**src/rtl/core/p2c_pkg.sv**
```systemverilog
// shared types and constants for the polar to cartesian scan projector
// no dependencies; imported by every module of the block
`default_nettype none

package p2c_pkg;

  // configuration port
  localparam int CFG_INDEX_W = 2;

  typedef enum logic [CFG_INDEX_W-1:0] {
    REG_START_ANGLE = 2'd0,
    REG_ANGLE_STEP  = 2'd1,
    REG_MIN_RANGE   = 2'd2,
    REG_MAX_RANGE   = 2'd3
  } cfg_reg_t;

  // classification of a beam
  typedef enum logic [1:0] {
    KIND_NORMAL = 2'd0,
    KIND_BELOW  = 2'd1,
    KIND_FAR    = 2'd2
  } point_kind_t;

  // far points sit at 1e6 m
  localparam logic [29:0] FAR_RADIUS_MM = 30'd1000000000;

  // odd polynomial for sin(pi/2 * t), Q30, evaluated in Horner form
  localparam logic [30:0] SIN_C9 = 31'd172272;
  localparam int NUM_CELLS = 4;
  localparam logic [30:0] SIN_COEF [NUM_CELLS] = '{
    31'd5026995, 31'd85569306, 31'd693598668, 31'd1686629713
  };

  typedef struct packed {
    logic [15:0] start_angle;
    logic [15:0] angle_step;
    logic [15:0] min_range_mm;
    logic [15:0] max_range_mm;
  } cfg_t;

  // one sine evaluation in flight: partial sum, argument, argument squared
  typedef struct packed {
    logic [30:0] p;
    logic [30:0] t;
    logic [30:0] u;
    logic [1:0]  quad;
  } lane_t;

  typedef struct packed {
    lane_t       sin_l;
    lane_t       cos_l;
    logic [29:0] radius;
    point_kind_t kind;
    logic        dense;
    logic        last;
  } beam_t;

  typedef struct packed {
    logic signed [30:0] x_mm;
    logic signed [30:0] y_mm;
    point_kind_t        kind;
    logic               dense;
    logic               last;
  } result_t;

endpackage

`default_nettype wire

```
**src/rtl/core/p2c_cell.sv**
```systemverilog
// one Horner step of the sine polynomial for the sine and cosine lanes
// uses p2c_pkg; instances are chained between front and back end
`default_nettype none

module p2c_cell #(
  parameter logic [30:0] COEF = 31'd0
) (
  input  wire logic          clk,
  input  wire logic          rst,
  input  wire logic          in_valid,
  output logic               in_ready,
  input  wire p2c_pkg::beam_t in_beam,
  output logic               out_valid,
  input  wire logic          out_ready,
  output p2c_pkg::beam_t     out_beam
);
  import p2c_pkg::*;

  beam_t beam_next;

  // p <- COEF - (p * u) >> 30
  function automatic lane_t step(input lane_t l);
    logic [61:0] prod;
    logic [31:0] diff;
    lane_t       r;
    prod = {31'b0, l.p} * {31'b0, l.u};
    diff = {1'b0, COEF} - prod[61:30];
    r = l;
    r.p = diff[30:0];
    return r;
  endfunction

  assign in_ready = !out_valid || out_ready;

  // both lanes take one step, everything else passes through
  always_comb begin
    beam_next       = in_beam;
    beam_next.sin_l = step(in_beam.sin_l);
    beam_next.cos_l = step(in_beam.cos_l);
  end

  always_ff @(posedge clk) begin
    if (rst) begin
      out_valid <= 1'b0;
    end else if (in_ready) begin
      out_valid <= in_valid;
    end
    if (in_valid && in_ready) begin
      out_beam <= beam_next;
    end
  end

endmodule

`default_nettype wire

```
**config.mk**
```make
export PLATFORM = sky130hd
export DESIGN_NAME = p2c_cell
export DESIGN_NICKNAME = d
export VERILOG_FILES = /design/src/rtl/core/p2c_pkg.sv /design/src/rtl/core/p2c_cell.sv
export SDC_FILE = /design/constraint.sdc
export NUM_CORES = 2
export LEC_CHECK = 0
export ABC_AREA = 1
export BUFFER_PORTS_ARGS = -buffer_cell sky130_fd_sc_hd__clkbuf_2
export CORE_MARGIN = 3
export CORE_UTILIZATION = 40
export CTS_CLUSTER_DIAMETER = 150
export DETAILED_ROUTE_END_ITERATION = 8
export REMOVE_ABC_BUFFERS = 1
export SLEW_MARGIN = 15
export SYNTH_ARGS = -nofsm -noshare
export SYNTH_HDL_FRONTEND = slang
export SYNTH_SLANG_ARGS = --single-unit
```
**constraint.sdc**
```tcl
create_clock -name clk -period 15.8 [get_ports clk]
set_input_delay 2.37 -clock clk [delete_from_list [all_inputs] [get_ports clk]]
set_output_delay 2.37 -clock clk [all_outputs]
set_load 0.05 [all_outputs]
```
## After elaboration in Yosys (flattened, before gate mapping)

Cells that the tools add are included.

| operators by class | value |
|---|---|
| reductions and logical operators | 3 |
| add/sub/neg operators | 2 |
| multiply operators | 2 |

Operator list:

| operator | number |
|---|---|
| multiplier 31 x 31 -> 61 bit | 2 |
| subtractor 1 x 31 -> 31 bit, first input constant | 2 |
| logical AND 1 bit | 1 |
| zero test 1 bit | 1 |
| logical OR 1 bit | 1 |

| word-level totals | value |
|---|---|
| output and inout port bits | 226 |
| register bits | 225 |
| word-level logic and storage cells | 20 |
| bits of input ports | 228 |

## Depth between registers and ports, before layout

| depth | value |
|---|---|
| word-level depth | 3 |
| gate-level depth with buffers | 40 |

## Worst setup path after synthesis

Ideal clock, no wire load.

| timing path | value |
|---|---|
| path kind | input port to flip-flop |
| from | input in_valid |
| to | register out_beam[0] (netlist bit) (enable) |
| data required time | 14.918 ns |
| setup slack | 1.759 ns |
| path buffers | 0 |
| data arrival time | 13.160 ns |
| stages | 2 |
| cell sequence | inv_1 > a21oi_1 |

| between the ends | value |
|---|---|
| longest elaborated chain between the ends | 1 |

RTL lines:

| element | RTL line | text |
|---|---|---|
| start: declaration | p2c_cell.sv:10 | `input wire logic in_valid,` |
| logical AND 1 bit | p2c_cell.sv:48 | `if (in_valid && in_ready) begin` |
| end signal: assignment | p2c_cell.sv:49 | `out_beam <= beam_next;` |
| end: declaration | p2c_cell.sv:15 | `output p2c_pkg::beam_t out_beam` |

Every way passes these cells.
A chain may end at the register's enable or synchronous reset.

==> out/results.ini <==
[run_status]
status=complete, no violations

[grt]
track_usage=0.233
antenna_found_initial=5
grt_pass1_vias=64800
overflow=0
grt_max_degree=83
grt_pass1_wl_mm=354

[die]
die_h_um=440
core_region_area_sq_mm=0.186
die_w_um=440
dieArea_sq_mm=0.193
row_count=158
io_pins=454
start_util=0.404

[clocking]
cts-resized-gates=0
cts-hold-fix-buffers=0
cts_tree=built
htreeDepth=2
cts_setup_buffers=0
clock_latency_ns=0.64
clockRootBuffer=clkbuf_16
cts_max_path_buffers=3
cts_buffers=34
path_clk_slew_ns=0.06
cts_sinks=225

[logic_synthesis]
synth_cell_types=36
synth_edf_count=224
synthArstFlopShare=0
ys_seq_elements=225
syn_area_sq_mm=0.0752
synth_area_per_cell_sq_um=7.74
synthCells=9722
yosysWarnings=0
synth_flop_cell=edfxtp_1
yosysSeqAreaShare=0.0897

[sta]
tns_ns=0
setup_viol=0
skew_ns=0.0229
worst_pin_slew_ns=1.11
timing.fmax_mhz=101
slew_headroom=0.262
period_share=0.628
min_period_ns=9.92
hold_viol=0
drv_slew=0
rsz0062_at_grt=no

[critical_path]
worstReg2RegStart=out_valid$_SDFFE_PP0N_
crit_type=in2reg
worst-path-stages=35
crit_top_cell=nand2_1
critPathSlowestCell=clkbuf_2
startpoint_type=primary input
r2r_end=out_beam[177]$_DFFE_PP_
rrSetupSlack_ns=12.77
crit_start=in_beam[141]
critPathMaxFanout=32
cpLargestDelayFamily=adder cells
slowest_delay_ns=0.69
path_buf_inv=10
crit_required_ns=16.18
reg2regPathDepth=4
arrival_ns=10.30
crit_end=out_beam[215]$_DFFE_PP_
cp-end-kind=register

[placement]
gp_congestion=0.984
port_buffers=453
dp_hpwl_mm=178

[cells_and_area]
fill_cells=19000
drive_above_1_share=0.0683
fin_nets=12300
syn_to_final_growth_pct=7.18
antenna_cells=0

[routing]
routed_wl_mm=218
avgViaCountPerCell=4.81
vias=59500
drcViolationCount=0
drt-pass1-iter-count=6
drt_iter0_drc=3989
wire_per_inst_um=17.6
ant_nets=0

[min_path]
hold_class=reg2reg

[flow_run]
drv_cap=0

routing by layer:
| metal | vias to the layer above | share of wire | global-route usage |
|---|---|---|---|
| li1 | 27300 | - | - |
| met1 | 29900 | 0.42 | 0.304 |
| met2 | 1991 | 0.48 | 0.393 |
| met3 | 404 | 0.060 | 0.0274 |
| met4 | 2 | 0.047 | 0.0931 |
| met5 | - | 0.000050 | 0 |
placed cells by master (no fill, tap or decap), types with 2 or more instances in the layout:
cell,count
clkbuf_1,6
a21o_1,4
nand2_2,33
and2_0,2
xor2_1,31
fa_1,1670
inv_1,3066
and3_1,4
bufinv_16,4
nor3_1,21
nor3_2,6
nor4_1,6
nand3_1,164
nand4_1,34
o21ai_1,4
edfxtp_1,224
nor2_2,38
nand2_1,3086
o21ai_0,18
clkinv_4,4
and2_1,4
nand3_2,5
clkbuf_16,35
nor2_4,17
nor3_4,4
nor2_1,230
xnor2_1,16
clkinv_2,2
nand3b_1,11
buf_4,34
o21bai_1,17
a21oi_1,100
inv_6,7
ha_1,494
clkinv_1,8
inv_2,29
clkbuf_2,453
cells in the mapped netlist (11+ instances only):
cell      number  area [sq um]
nand2_1     3086         11600
inv_1       3066         11500
fa_1        1670         33400
ha_1         494          6180
clkbuf_1     367          1380
nor2_1       230           863
edfxtp_1     224          6730
nand3_1      164           821
a21oi_1      101           505
nor2_2        38           238
nand4_1       34           213
nand2_2       33           206
xor2_1        31           272
inv_2         29           109
nor3_1        21           105
o21ai_0       18          90.1
nor2_4        17           191
o21bai_1      17           128
xnor2_1       16           140
nand3b_1      11          82.6
how the worst min path moves through the flow:
stage | from | to | slack [ns] | depth (start not counted)
CTS | out_valid$_SDFFE_PP0N_ | out_valid$_SDFFE_PP0N_ | 0.55 | 2
finish | out_valid$_SDFFE_PP0N_ | out_valid$_SDFFE_PP0N_ | 0.54 | 2
floorplan | out_valid$_SDFFE_PP0N_ | out_valid$_SDFFE_PP0N_ | 1.07 | 2
detailed placement | out_valid$_SDFFE_PP0N_ | out_valid$_SDFFE_PP0N_ | 0.54 | 2
global placement | out_valid$_SDFFE_PP0N_ | out_valid$_SDFFE_PP0N_ | 0.52 | 2
global route | out_valid$_SDFFE_PP0N_ | out_valid$_SDFFE_PP0N_ | 0.58 | 2
layout make-up:
type / instances / area (sq um) / area share
Clock buffer: 41 / 898 / 0.0111
Clock inverter: 21 / 262 / 0.00324
Inverter: 3101 / 11600 / 0.144
Multi-Input combinational cell: 6024 / 55400 / 0.688
Sequential cell: 225 / 6750 / 0.0837
Tap cell: 2480 / 3100 / 0.0385
Timing Repair Buffer: 487 / 2520 / 0.0313
kinds of logic (layout without fill, tap and decap cells):
logic type | count (synthesis) | in the layout | synth area share
fa+ha+maj | 2164 | 2164 | 0.527
xor+xnor | 47 | 47 | 0.00547
compound gates | 147 | 147 | 0.0106
flops | 225 | 225 | 0.0897
buf+inv | 3473 | 3650 | 0.173
simple gates | 3666 | 3666 | 0.194
tightest hold or removal path: cells and delay by family (launching register included):
kind,cells,cell delay [ns]
AOI/OAI and AO/OA,1,0.06
DFF,1,0.34
and+or+nand+nor,1,0.09
through the flow:
stage | hold WS (ns) | instances | setup slack, ns | instance area [sq um] | util
after floorplan | 1.07 | 9350 | 1.76 | 73800 | -
after global routing | 0.579 | 12400 | 5.39 | 80600 | 0.433
after global placement | 0.515 | 12300 | 5.39 | 79400 | 0.427
final | 0.535 | 12400 | 5.88 | 80600 | 0.433
after detailed placement | 0.543 | 12300 | 5.17 | 79400 | 0.427
after CTS | 0.549 | 12400 | 5.84 | 80600 | 0.433
flip-flops by register name, summed over array words and instances, names as in the netlist:
| name | cells |
|---|---|
| out_beam | 224 |
| out_valid | 1 |
Power is left out: the tool's default activity adds up to more than one toggle a clock period on the data nets, which glitch-free logic cannot reach.
